===== config.mk =====
export PLATFORM = sky130hd
export DESIGN_NAME = free_list_buffer_pool
export DESIGN_NICKNAME = d
export VERILOG_FILES = /design/src/rtl/core/flb_pkg.sv /design/src/rtl/core/free_list_buffer_pool.sv /design/src/rtl/core/flb_ram.sv
export SDC_FILE = /design/constraint.sdc
export NUM_CORES = 1
export LEC_CHECK = 0
export ABC_AREA = 0
export BUFFER_PORTS_ARGS = -buffer_cell sky130_fd_sc_hd__buf_4
export CORE_UTILIZATION = 29
export DETAILED_ROUTE_END_ITERATION = 6
export GPL_TIMING_DRIVEN = 0
export HOLD_SLACK_MARGIN = 0.15
export PLACE_DENSITY = 0.47
export SYNTH_ARGS = -nofsm -noshare
export SYNTH_HDL_FRONTEND = slang
export SYNTH_HIERARCHICAL = 1
export SYNTH_SLANG_ARGS = --single-unit

===== constraint.sdc =====
create_clock -name i_clk -period 3.7 [get_ports i_clk]
set_input_delay 0.74 -clock i_clk [delete_from_list [all_inputs] [get_ports i_clk]]
set_output_delay 0.74 -clock i_clk [all_outputs]
set_load 0.01 [all_outputs]

===== src/rtl/core/flb_pkg.sv =====
// shared types and codes for the free list buffer pool
// no dependencies; imported by the pool top level
`default_nettype none

package flb_pkg;

    localparam int IDX_W    = 4;
    localparam int STATUS_W = 2;
    localparam int CNT_W    = 5;

    localparam logic FUNC_ALLOC = 1'b0;
    localparam logic FUNC_FREE  = 1'b1;

    localparam logic [STATUS_W-1:0] ST_OK          = 2'd0;
    localparam logic [STATUS_W-1:0] ST_OVERFLOW    = 2'd1;
    localparam logic [STATUS_W-1:0] ST_ALLOC_FULL  = 2'd2;
    localparam logic [STATUS_W-1:0] ST_FREE_EMPTY  = 2'd3;

    typedef enum logic [1:0] {
        S_INIT,
        S_IDLE,
        S_FETCH
    } t_state;

    typedef struct packed {
        logic [IDX_W-1:0]    granted_index;
        logic [STATUS_W-1:0] status;
        logic [CNT_W-1:0]    in_use_count;
        logic [CNT_W-1:0]    high_water;
    } t_result;

endpackage

`default_nettype wire


===== src/rtl/core/free_list_buffer_pool.sv =====
// free list buffer pool: link store in flb_ram, head and counters in flops
// the result word is registered; it waits in the skid word while the output stalls
// throughput: a free every cycle while no skid word is held; an allocate that pops
// stalls the input in S_FETCH, since the link of the new head comes back from the
// ram read port in the cycle after the pop; reset: a sweep rewrites every entry
// of the link store, no word taken; depends on flb_pkg and flb_ram
`default_nettype none

module free_list_buffer_pool
    import flb_pkg::*;
#(
    parameter int POOL_SIZE = 16
) (
    input  wire logic                i_clk,
    input  wire logic                i_rst_n,
    input  wire logic                i_in_valid,
    output logic                     o_in_stall,
    input  wire logic                i_func,
    input  wire logic [IDX_W-1:0]    i_free_index,
    output logic                     o_out_valid,
    input  wire logic                i_out_stall,
    output logic      [IDX_W-1:0]    o_granted_index,
    output logic      [STATUS_W-1:0] o_status,
    output logic      [CNT_W-1:0]    o_in_use_count,
    output logic      [CNT_W-1:0]    o_high_water
);

    localparam int IW = $clog2(POOL_SIZE);
    localparam int CW = $clog2(POOL_SIZE + 1);
    localparam logic [CW-1:0] POOL_CNT = CW'(POOL_SIZE);
    localparam logic [IW-1:0] TOP_IDX  = IW'(POOL_SIZE - 1);
    localparam logic [IW-1:0] TOP_LINK = IW'(POOL_SIZE - 2);

    t_state r_state, n_state;

    logic [IW-1:0] r_init_cnt, n_init_cnt;
    logic [IW-1:0] r_head, n_head;
    logic [IW-1:0] r_head_link, n_head_link;
    logic [CW-1:0] r_in_use, n_in_use;
    logic [CW-1:0] r_peak, n_peak;

    logic          r_out_valid, r_skid_valid;
    t_result       r_out, r_skid, res;

    logic          mem_we;
    logic [IW-1:0] mem_waddr, mem_wdata, mem_rdata;

    logic accept, take, is_alloc, full, empty, push, pop;

    assign accept   = i_in_valid && !o_in_stall;
    assign take     = r_out_valid && !i_out_stall;
    assign is_alloc = (i_func == FUNC_ALLOC);
    assign full     = (r_in_use >= POOL_CNT);
    assign empty    = (r_in_use == '0);
    assign pop      = accept && is_alloc && !full;
    assign push     = accept && !is_alloc && !empty && (i_free_index != '0)
                      && (32'(i_free_index) < POOL_SIZE);

    flb_ram #(
        .WIDTH (IW),
        .DEPTH (POOL_SIZE)
    ) u_link (
        .i_clk   (i_clk),
        .i_we    (mem_we),
        .i_waddr (mem_waddr),
        .i_wdata (mem_wdata),
        .i_raddr (r_head_link),
        .o_rdata (mem_rdata)
    );

    // next state
    always_comb begin
        n_state = r_state;
        case (r_state)
            S_INIT: begin
                if (r_init_cnt == TOP_IDX) begin
                    n_state = S_IDLE;
                end
            end
            S_IDLE: begin
                if (pop) begin
                    n_state = S_FETCH;
                end
            end
            S_FETCH: n_state = S_IDLE;
            default: n_state = S_INIT;
        endcase
    end

    // outputs of the state machine: handshake and ram write port
    always_comb begin
        o_in_stall = 1'b1;
        mem_we     = 1'b0;
        mem_waddr  = IW'(i_free_index);
        mem_wdata  = r_head;
        case (r_state)
            S_INIT: begin
                mem_we    = 1'b1;
                mem_waddr = r_init_cnt;
                mem_wdata = (r_init_cnt == '0) ? '0 : r_init_cnt - 1'b1;
            end
            S_IDLE: begin
                o_in_stall = r_skid_valid;
                mem_we     = push;
            end
            S_FETCH: o_in_stall = 1'b1;
            default: o_in_stall = 1'b1;
        endcase
    end

    // pool state update and result word
    always_comb begin
        n_init_cnt  = r_init_cnt;
        n_head      = r_head;
        n_head_link = r_head_link;
        n_in_use    = r_in_use;
        n_peak      = r_peak;
        res.granted_index = '0;
        res.status        = ST_OK;

        if (r_state == S_INIT) begin
            n_init_cnt  = r_init_cnt + 1'b1;
            n_head      = TOP_IDX;
            n_head_link = TOP_LINK;
        end
        if (r_state == S_FETCH) begin
            n_head_link = mem_rdata;
        end

        if (accept) begin
            if (is_alloc) begin
                if (full) begin
                    res.status = ST_ALLOC_FULL;
                end else begin
                    res.granted_index = IDX_W'(r_head);
                    res.status        = (r_head == '0) ? ST_OVERFLOW : ST_OK;
                    n_head            = r_head_link;
                    n_in_use          = r_in_use + 1'b1;
                    if (n_in_use > r_peak) begin
                        n_peak = n_in_use;
                    end
                end
            end else begin
                if (empty) begin
                    res.status = ST_FREE_EMPTY;
                end else begin
                    n_in_use = r_in_use - 1'b1;
                    if (push) begin
                        n_head      = IW'(i_free_index);
                        n_head_link = r_head;
                    end
                end
            end
        end

        res.in_use_count = CNT_W'(n_in_use);
        res.high_water   = CNT_W'(n_peak);
    end

    always_ff @(posedge i_clk) begin
        if (!i_rst_n) begin
            r_state    <= S_INIT;
            r_init_cnt <= '0;
            r_in_use   <= '0;
            r_peak     <= '0;
        end else begin
            r_state    <= n_state;
            r_init_cnt <= n_init_cnt;
            r_in_use   <= n_in_use;
            r_peak     <= n_peak;
        end
        r_head      <= n_head;
        r_head_link <= n_head_link;
    end

    // output register with one skid word behind it
    always_ff @(posedge i_clk) begin
        if (!i_rst_n) begin
            r_out_valid  <= 1'b0;
            r_skid_valid <= 1'b0;
        end else if (take || !r_out_valid) begin
            if (r_skid_valid) begin
                r_out_valid  <= 1'b1;
                r_skid_valid <= 1'b0;
            end else begin
                r_out_valid  <= accept;
            end
        end else if (accept) begin
            r_skid_valid <= 1'b1;
        end
    end

    always_ff @(posedge i_clk) begin
        if (take || !r_out_valid) begin
            r_out <= r_skid_valid ? r_skid : res;
        end else if (accept) begin
            r_skid <= res;
        end
    end

    assign o_out_valid     = r_out_valid;
    assign o_granted_index = r_out.granted_index;
    assign o_status        = r_out.status;
    assign o_in_use_count  = r_out.in_use_count;
    assign o_high_water    = r_out.high_water;

    a_pop_fetch: assert property (@(posedge i_clk) disable iff (!i_rst_n)
        pop |=> (r_state == S_FETCH))
        else $error("pop did not refresh head link");

    a_count_bound: assert property (@(posedge i_clk) disable iff (!i_rst_n)
        r_in_use <= POOL_CNT)
        else $error("in-use count above pool size");

    a_peak_ge: assert property (@(posedge i_clk) disable iff (!i_rst_n)
        r_peak >= r_in_use)
        else $error("high-water mark below in-use count");

    a_skid_order: assert property (@(posedge i_clk) disable iff (!i_rst_n)
        r_skid_valid |-> r_out_valid)
        else $error("skid word held with output register empty");

    a_init_stall: assert property (@(posedge i_clk) disable iff (!i_rst_n)
        (r_state == S_INIT) |-> o_in_stall)
        else $error("word accepted during link store sweep");

endmodule

`default_nettype wire


===== src/rtl/core/flb_ram.sv =====
// generic single write port, single read port ram with registered read
// no dependencies
`default_nettype none

module flb_ram #(
    parameter int WIDTH = 8,
    parameter int DEPTH = 16
) (
    input  wire logic                     i_clk,
    input  wire logic                     i_we,
    input  wire logic [$clog2(DEPTH)-1:0] i_waddr,
    input  wire logic [WIDTH-1:0]         i_wdata,
    input  wire logic [$clog2(DEPTH)-1:0] i_raddr,
    output logic      [WIDTH-1:0]         o_rdata
);

    logic [WIDTH-1:0] r_mem [DEPTH];

    always_ff @(posedge i_clk) begin
        if (i_we) begin
            r_mem[i_waddr] <= i_wdata;
        end
        o_rdata <= r_mem[i_raddr];
    end

endmodule

`default_nettype wire

==> qor.txt, run 1 <==
Critical Path Fanout Max: 9
Max_cap viols: 0
CTS tree: done
WHS Endpoint: r_init_cnt[1]
Number of global-route vias before repair: 3357
Critical path class: reg -> reg
Crit path DAT: 3330 ps
Ys Warns: 6
Post-Synthesis Cells: 393
Power per cell area: 494 nW/um^2
DP Cell Count: 650
# rows: 49
Worst slew pin tran: 1270 ps
Top delay family on crit path: simple AND/OR/NAND/NOR gates
Resized cells post-CTS: 0
First-pass GRT wire length: 18.4 mm
Pre-antenna DRT Iters: 4
Crit-path cells: inv_1, ha_1, or4b_4, and2_4, buf_6, nand3_2, nand2_1, or3b_2, nor3_1
# clock sinks: 126
Final nets: 460
Top FF cell, synth: edfxtp_1
Startpoint types: register
Post-CTS Setup Repair Bufs: 0
Worst path max stage delay: 650 ps
ANT nets after route: 0
Synth area leader: edfxtp_1
Initial Util: 30.1%
Top cells by area, synth: edfxtp_1, dfxtp_1, mux4_1, ha_1, nor2_1
Final Hold Viols: 0
Hold_sp: r_init_cnt[1]
Cell count of the worst hold path: 2
Peak VDD IR: 0.313 mV
Setup TNS: 0 ps
Final Setup Violations: 0
Largest net degree at the start of global routing: 20
Avg Cell Area, Syn: 14.0 um^2
# IOs: 27
CTS root buffer: clkbuf_16
Total track usage: 12.6%
Count leader, synth: edfxtp_1
Final count of pins violating max slew: 0
Vias/cell: 4.80
RR Startpoint: r_in_use[0]
#FFs+latches synth: 126
Post-synth ARST share: 0%
Area Growth Syn to Fin: 19.1%
Clock transition at path regs: 50 ps
Cts hold-fix bufs: 0
Drc violations: 0
Max transition margin: 15.4%
Top cells by count, synth: edfxtp_1, nor2_1, dfxtp_1
Cell Count, Final, Fillers Out: 682
Cell area after layout: 6540 um^2
Share of the synthesized area in the top cell type: 52.5%
Worst setup EP type: register
CP max stage cell: nor3_1
Post-synth EDFFs: 96
Clock period minus final worst setup slack: 3290 ps
Status: complete, no violations
End of the worst register-to-register path: u_link/r_mem[0][1]
I/O Buffers: 26
FF-to-FF setup slack: 410 ps
RePlAce Congestion: 0.799
Syn nets: 413
Clk buf depth: 2
Sequential-to-total area share from yosys stat: 63.4%
# diodes: 0
Skew-Pair Late Insertion Delay: 410 ps
Grt total ovfl: 0
Number of distinct library cells after synthesis: 58
Clock skew: 9.39 ps
DRT iter0 DRCs: 184
Post-DP HPWL: 8.03 mm
Synthesized area: 5500 um^2
# H-tree levels: 4
Critical Path RT: 3740 ps
Die height: 140 um
CP Buf/Inv Count: 2
Worst Hold Class: reg -> reg
Post-DP Area: 5990 um^2
Proportion of layout cells with a drive suffix above 1: 20.5%
Area of the die: 19500 um^2
Via count: 3272
Die W: 140 um
Initial antenna violation count: 0
Final period utilization: 88.9%
Core footprint: 18300 um^2
CTS Buf Count: 17
F_max: 304 MHz
Overall routed net length: 11.5 mm
DR WL/cell: 16.9 um
Worst r2r path cells: 9
Unrepaired setup endpoints after global routing: no
P_leak: 2.42 nW
==> power breakdown <==
part	internal, mW	switching, mW	total [mW]
combinational	0.0344	0.0851	0.119
clock	0.923	0.613	1.54
sequential	1.57	0.00803	1.58
==> kinds of logic (layout without fill, tap and decap cells) <==
| group | Yosys count | count (layout) | synth area share, % |
|---|---|---|---|
| xor gates and xnor gates | 7 | 7 | 1.12 |
| muxes | 30 | 30 | 10.3 |
| and+or+nand+nor | 125 | 125 | 11.7 |
| adders and majority gates | 11 | 11 | 2.50 |
| AOI/OAI and AO/OA | 61 | 61 | 7.88 |
| buffers and inverters | 33 | 93 | 3.14 |
| DFF | 126 | 126 | 63.4 |
==> registers in the layout, indices dropped and copies added (netlist names) <==
register         count
u_link/r_mem        64
r_skid              16
o_high_water         5
o_in_use_count       5
r_in_use             5
r_peak               5
o_granted_index      4
r_head               4
r_head_link          4
r_init_cnt           4
u_link/o_rdata       4
o_status             2
r_state              2
o_out_valid          1
r_skid_valid         1
==> per-layer routing <==
| layer | vias up | global-route usage (%) | part of all wire [%] |
|---|---|---|---|
| met3 | 14 | 3.13 | 3.7 |
| met1 | 1613 | 16.4 | 48 |
| met4 | 0 | 5.55 | 1.8 |
| met5 | - | 0 | 0 |
| li1 | 1596 | - | - |
| met2 | 49 | 19.9 | 47 |
==> area by class of cell <==
class | instances | area, um^2
plain buffers | 18 | 116
clock buffers | 19 | 433
clock inverters | 13 | 115
fillers | 1764 | 11700
inverters | 15 | 56.3
multi-input cells | 234 | 1840
flip-flops and latches | 126 | 3480
well taps | 229 | 287
repair buffers | 28 | 210
==> worst register-to-register path, stage by stage (launching register included) <==
cell and delay [ps]:
dfxtp_1 470, inv_1 180, ha_1 260, or4b_4 240, and2_4 140, buf_6 110, nand3_2 180, nand2_1 180
or3b_2 510, nor3_1 650
==> worst max-delay path by stage <==
stage | from | end | cells after the start
after detailed placement | r_in_use[0] | u_link/r_mem[0][0] | 9
after global placement | r_in_use[0] | u_link/r_mem[0][0] | 9
after global routing | r_in_use[0] | u_link/r_mem[0][1] | 9
final | r_in_use[0] | u_link/r_mem[0][1] | 9
after floorplan | i_func | u_link/r_mem[0][0] | 7
after CTS | r_in_use[0] | u_link/r_mem[0][1] | 9
==> placed cells by master (no fill, tap or decap), drive strengths merged, types with 9 or more instances in the layout <==
| cell | n |
|---|---|
| buf | 38 |
| dfxtp | 30 |
| nor3 | 12 |
| ha | 11 |
| nand2 | 25 |
| and2 | 9 |
| inv | 17 |
| mux2 | 11 |
| o21ai | 10 |
| nor2 | 35 |
| a21oi | 14 |
| nand3 | 14 |
| clkbuf | 27 |
| mux4 | 16 |
| edfxtp | 96 |
==> per-stage QoR <==
step | hold slack, ps | util (%) | power (mW) | setup WS (ps)
after global routing | 543 | 35.8 | 3.34 | 185
final | 522 | 35.8 | 3.23 | 410
after floorplan | 475 | - | 1.67 | 1060
after global placement | 503 | 32.7 | 1.72 | 392
after detailed placement | 510 | 32.8 | 1.73 | 393
after CTS | 518 | 35.8 | 3.27 | 355
Power figures use the tool's default switching activity.
==> run 2, diff against run 1 <==
PLACE_DENSITY = 0.52   (was 0.47)
==> run 2 against run 1 <==
Compared with the run above:
- core utilization rose by 0.61 points
- via count is 0.15% higher
- critical endpoint is now u_link/r_mem[0][2]
- total power is 8.2% higher
- non-clock buffer count up 1
- flip-flop and latch count stayed put
- clock skew fell by 2.8 ps
- largest cell class unchanged
- highest routed layer unchanged
- combinational power is essentially flat
==> qor.txt, run 2 (synthesized netlist as in run 1, its figures left out) <==
Status: complete, no violations (unchanged)
Largest register by flop count: u_link/r_mem (unchanged)
Total track usage: 12.3% (was 12.6%)
Area of the die: 19500 um^2 (unchanged)
Most frequent cells in the layout: edfxtp_1, nor2_1, dfxtp_1 (unchanged)
DR WL/cell: 16.2 um (was 16.9 um)
Vias/cell: 4.80 (about the same)
Post-CTS Setup Repair Bufs: 0 (unchanged)
Unrepaired setup endpoints after global routing: no (unchanged)
# rows: 49 (unchanged)
Clk buf depth: 2 (unchanged)
Clock period minus final worst setup slack: 3190 ps (was 3290 ps)
# clock sinks: 126 (unchanged)
Critical Path Fanout Max: 9 (unchanged)
Final Setup Violations: 0 (unchanged)
P_leak: 2.48 nW (was 2.42 nW)
# H-tree levels: 4 (unchanged)
Clock transition at path regs: 60 ps (was 50 ps)
Cts hold-fix bufs: 0 (unchanged)
First-pass GRT wire length: 18.0 mm (was 18.4 mm)
Largest regs: u_link/r_mem x64, r_skid x16 (unchanged)
Overall routed net length: 11.1 mm (was 11.5 mm)
Crit-path cells: inv_1, ha_1, or4b_4, and2_4, buf_6, nand3_2, nand2_1, or3b_2, nor3_1 (unchanged)
ANT nets after route: 0 (unchanged)
Clock skew: 6.63 ps (was 9.39 ps)
Multi-input gate area: 1840 um^2 (unchanged)
Final Hold Viols: 0 (unchanged)
Max_cap viols: 0 (unchanged)
Crit path DAT: 3230 ps (was 3330 ps)
Final nets: 461 (was 460)
Top delay family on crit path: simple AND/OR/NAND/NOR gates (unchanged)
Fillcell total: 1736 (was 1764)
RePlAce Congestion: 0.831 (was 0.799)
Worst Hold Class: reg -> reg (unchanged)
Power per cell area: 526 nW/um^2 (was 494 nW/um^2)
Critical Path RT: 3740 ps (about the same)
Pre-antenna DRT Iters: 4 (unchanged)
Startpoint types: register (unchanged)
Final count of pins violating max slew: 0 (unchanged)
Worst path max stage delay: 590 ps (was 650 ps)
# IOs: 27 (unchanged)
Die W: 140 um (unchanged)
# diodes: 0 (unchanged)
CP max stage cell: nor3_1 (unchanged)
CTS Buf Count: 17 (unchanged)
Register area: 3480 um^2 (unchanged)
Number of global-route vias before repair: 3278 (was 3357)
CTS root buffer: clkbuf_16 (unchanged)
Drc violations: 0 (unchanged)
CTS tree: done (unchanged)
Core footprint: 18300 um^2 (unchanged)
Worst slew pin tran: 1070 ps (was 1270 ps)
Most common library cell in the layout ignoring fill and taps: edfxtp_1 (unchanged)
DRT iter0 DRCs: 180 (was 184)
Resized cells post-CTS: 0 (unchanged)
Peak VDD IR: 0.242 mV (was 0.313 mV)
Skew-Pair Late Insertion Delay: 410 ps (about the same)
Post-DP HPWL: 7.91 mm (was 8.03 mm)
Worst Slack Setup Final: 505 ps (was 410 ps)
I/O Buffers: 26 (unchanged)
Grt total ovfl: 0 (unchanged)
Max transition margin: 28.2% (was 15.4%)
Place WS: 526 ps (was 393 ps)
Die height: 140 um (unchanged)
Max reg flops: 64 (unchanged)
Final period utilization: 86.3% (was 88.9%)
Area Growth Syn to Fin: 21.1% (was 19.1%)
Proportion of layout cells with a drive suffix above 1: 20.7% (was 20.5%)
F_max: 313 MHz (was 304 MHz)
Via count: 3277 (was 3272)
Initial Util: 30.1% (unchanged)
Initial antenna violation count: 0 (unchanged)
Critical path class: reg -> reg (unchanged)
Setup TNS: 0 ps (unchanged)
CP Buf/Inv Count: 2 (unchanged)
Worst setup EP type: register (unchanged)
Largest net degree at the start of global routing: 20 (unchanged)
[run 2: cell types whose count changed in the layout (fill, tap and decap cells not counted), sizes merged]
cell      change
inv           -1
buf           +1
bufinv        +4
clkinvlp      -3
[run 2: layout make-up]
cell class / count / area share, %
Buffer: 18 / 1.75
Tap cell: 229 / 4.31
Multi-Input combinational cell: 234 / 27.7
Clock buffer: 19 / 6.51
Inverter: 15 / 0.846
Sequential cell: 126 / 52.4
Clock inverter: 13 / 3.18
Timing Repair Buffer: 29 / 3.38
[run 2: layer usage]
layer / track usage [%] / share of wire, % / wire (um)
met2: 19.1 / 46 / 5110
met3: 3.13 / 3.6 / 402
met4: 5.67 / 1.5 / 163
met5: 0 / 0 / 0
met1: 16.1 / 49 / 5420
[run 2: worst min-delay path: stages (launching register included)]
cell and delay (ps):
dfxtp_1 340, nand2_1 60, a21oi_1 60
[run 2: through the flow]
step | cells | cell area [um^2] | hold WS, ps | utilization, % | total power, mW
floorplan | 393 | 5500 | 475 | - | 1.67
global placement | 648 | 5980 | 505 | 32.7 | 1.71
detailed placement | 650 | 6000 | 502 | 32.8 | 1.72
CTS | 682 | 6640 | 510 | 36.4 | 3.53
global route | 683 | 6650 | 546 | 36.4 | 3.61
finish | 683 | 6650 | 507 | 36.4 | 3.50
[run 2: power breakdown]
group	internal [mW]	switching (mW)
sequential	1.57	0.00781
clock	1.20	0.602
combinational	0.0384	0.0827
[run 2: path summary, 6_finish.rpt]
check,start,endpoint,slack (ps),cells after the start
setup / recovery,r_in_use[0],u_link/r_mem[0][2],510,9
setup reg to reg,r_in_use[0],u_link/r_mem[0][2],510,9
hold reg to reg,r_init_cnt[1],r_init_cnt[1],510,2
hold / removal,r_init_cnt[1],r_init_cnt[1],510,2
==> run 3, diff against run 2 <==
CTS_BUF_LIST = sky130_fd_sc_hd__clkbuf_2 sky130_fd_sc_hd__clkbuf_4 sky130_fd_sc_hd__clkbuf_8   (was not set)
==> run 3 against run 2 <==
Compared with the run above:
- combinational power barely moved
- worst setup slack got worse by 15 ps
- critical endpoint unchanged
- largest power group is now registers
- sequential power barely moved
- flip-flop and latch count did not move
- core utilization fell by 1.0 points
- final cell count did not move
- highest routed layer unchanged
- global-route usage fell by 0.052 points
- wire length fell by 0.31%
==> qor.txt, run 3 (synthesized netlist as in run 1, its figures left out) <==
Total track usage: 12.3% (about the same)
Worst setup EP type: register (unchanged)
Final Setup Violations: 0 (unchanged)
I/O Buffers: 26 (unchanged)
Final Hold Viols: 0 (unchanged)
Via count: 3286 (was 3277)
Clk buf depth: 2 (unchanged)
Clock transition at path regs: 70 ps (was 60 ps)
# clock sinks: 126 (unchanged)
Setup TNS: 0 ps (unchanged)
F_max: 312 MHz (was 313 MHz)
Clock period minus final worst setup slack: 3210 ps (was 3190 ps)
Power per cell area: 473 nW/um^2 (was 526 nW/um^2)
# diodes: 0 (unchanged)
Critical path class: reg -> reg (unchanged)
Most common library cell in the layout ignoring fill and taps: edfxtp_1 (unchanged)
Cts hold-fix bufs: 0 (unchanged)
P_leak: 2.40 nW (was 2.48 nW)
Final Power: 3.06 mW (was 3.50 mW)
Largest regs: u_link/r_mem x64, r_skid x16 (unchanged)
Largest net degree at the start of global routing: 20 (unchanged)
FF-to-FF setup slack: 490 ps (was 510 ps)
Vias/cell: 4.81 (was 4.80)
Initial antenna violation count: 0 (unchanged)
Final count of pins violating max slew: 0 (unchanged)
Critical Path Fanout Max: 9 (unchanged)
CTS tree: done (unchanged)
Worst slew pin tran: 1070 ps (about the same)
Area of the die: 19500 um^2 (unchanged)
Post-CTS Setup Repair Bufs: 0 (unchanged)
DRT iter0 DRCs: 186 (was 180)
CTS root buffer: clkbuf_8 (was clkbuf_16)
Peak VDD IR: 0.205 mV (was 0.242 mV)
Most frequent cells in the layout: edfxtp_1, nor2_1, dfxtp_1 (unchanged)
Worst Hold Class: reg -> reg (unchanged)
# IOs: 27 (unchanged)
Max reg flops: 64 (unchanged)
Crit path DAT: 3280 ps (was 3230 ps)
Pre-antenna DRT Iters: 5 (was 4)
Status: complete, no violations (unchanged)
Overall routed net length: 11.1 mm (about the same)
Unrepaired setup endpoints after global routing: no (unchanged)
RePlAce Congestion: 0.831 (unchanged)
Resized cells post-CTS: 0 (unchanged)
Hold_sp: r_init_cnt[1] (unchanged)
DR WL met3: 438 um (was 402 um)
Skew-Pair Late Insertion Delay: 440 ps (was 410 ps)
Drc violations: 0 (unchanged)
Largest register by flop count: u_link/r_mem (unchanged)
Clock skew: 12.9 ps (was 6.63 ps)
Startpoint types: register (unchanged)
Grt total ovfl: 0 (unchanged)
Proportion of layout cells with a drive suffix above 1: 21.1% (was 20.7%)
Post-Route Utilization: 35.4% (was 36.4%)
Cell area after layout: 6470 um^2 (was 6650 um^2)
Initial Util: 30.1% (unchanged)
Die W: 140 um (unchanged)
Die height: 140 um (unchanged)
Final period utilization: 86.8% (was 86.3%)
# rows: 49 (unchanged)
Final nets: 461 (unchanged)
Met1 Routed Length: 5.37 mm (was 5.42 mm)
Highest Signal Layer: met4 (unchanged)
Post-DP HPWL: 7.91 mm (unchanged)
Crit path launch: r_in_use[0] (unchanged)
Area Growth Syn to Fin: 17.7% (was 21.1%)
Max transition margin: 28.7% (was 28.2%)
Post-DP Area: 6000 um^2 (unchanged)
Max_cap viols: 0 (unchanged)
First-pass GRT wire length: 17.8 mm (was 18.0 mm)
DR WL/cell: 16.2 um (about the same)
# H-tree levels: 4 (unchanged)
Total length of routed met2 wires: 5.06 mm (was 5.11 mm)
Critical Path RT: 3770 ps (was 3740 ps)
ANT nets after route: 0 (unchanged)
RR Startpoint: r_in_use[0] (unchanged)
Number of global-route vias before repair: 3251 (was 3278)
Core footprint: 18300 um^2 (unchanged)
CTS Buf Count: 17 (unchanged)
-- run 3: cell types whose count changed in the layout (fill, tap and decap cells not counted) --
cell,change
clkbuf_4,+2
clkbuf_8,+17
clkbuf_16,-17
clkbuf_1,-2
-- run 3: through the flow --
step	cells	hold slack (ps)	setup WS, ps
4_1_cts	682	512	552
3_3_place_gp	648	505	575
5_1_grt	683	552	334
3_5_place_dp	650	502	526
6_report	683	510	490
2_1_floorplan	393	475	1060
-- run 3: worst max-delay path, cell delays in order (launching register included) --
cell	delay, ps
dfxtp_1	470
inv_1	160
ha_1	260
or4b_4	230
and2_4	140
buf_6	110
nand3_2	180
nand2_1	200
or3b_2	500
nor3_1	590
-- run 3: layout make-up --
class,count,area (um^2)
Fill cell,1759,11800
Sequential cell,126,3480
Multi-Input combinational cell,234,1840
Tap cell,229,287
Clock buffer,19,249
Timing Repair Buffer,29,225
Clock inverter,13,211
Buffer,18,116
Inverter,15,56.3
-- run 3: path summary, 6_finish.rpt --
kind,endpoint,depth (start not counted)
worst max-delay path,u_link/r_mem[0][2],9
worst min-delay path,r_init_cnt[1],2
worst min register to register,r_init_cnt[1],2
worst max register to register,u_link/r_mem[0][2],9
-- run 3: layer usage --
metal,track usage [%],vias to the layer above
met5,0,-
met4,5.32,0
met3,3.54,17
met2,19.1,59
met1,15.9,1615
li1,-,1595
-- run 3: where the power goes --
part / leakage [nW] / switching (mW) / total [mW] / internal, mW
combinational: 0.986 / 0.0833 / 0.122 / 0.0383
clock: 0.233 / 0.541 / 1.36 / 0.821
sequential: 1.18 / 0.00786 / 1.57 / 1.56
total: 2.40 / 0.632 / 3.06 / 2.42
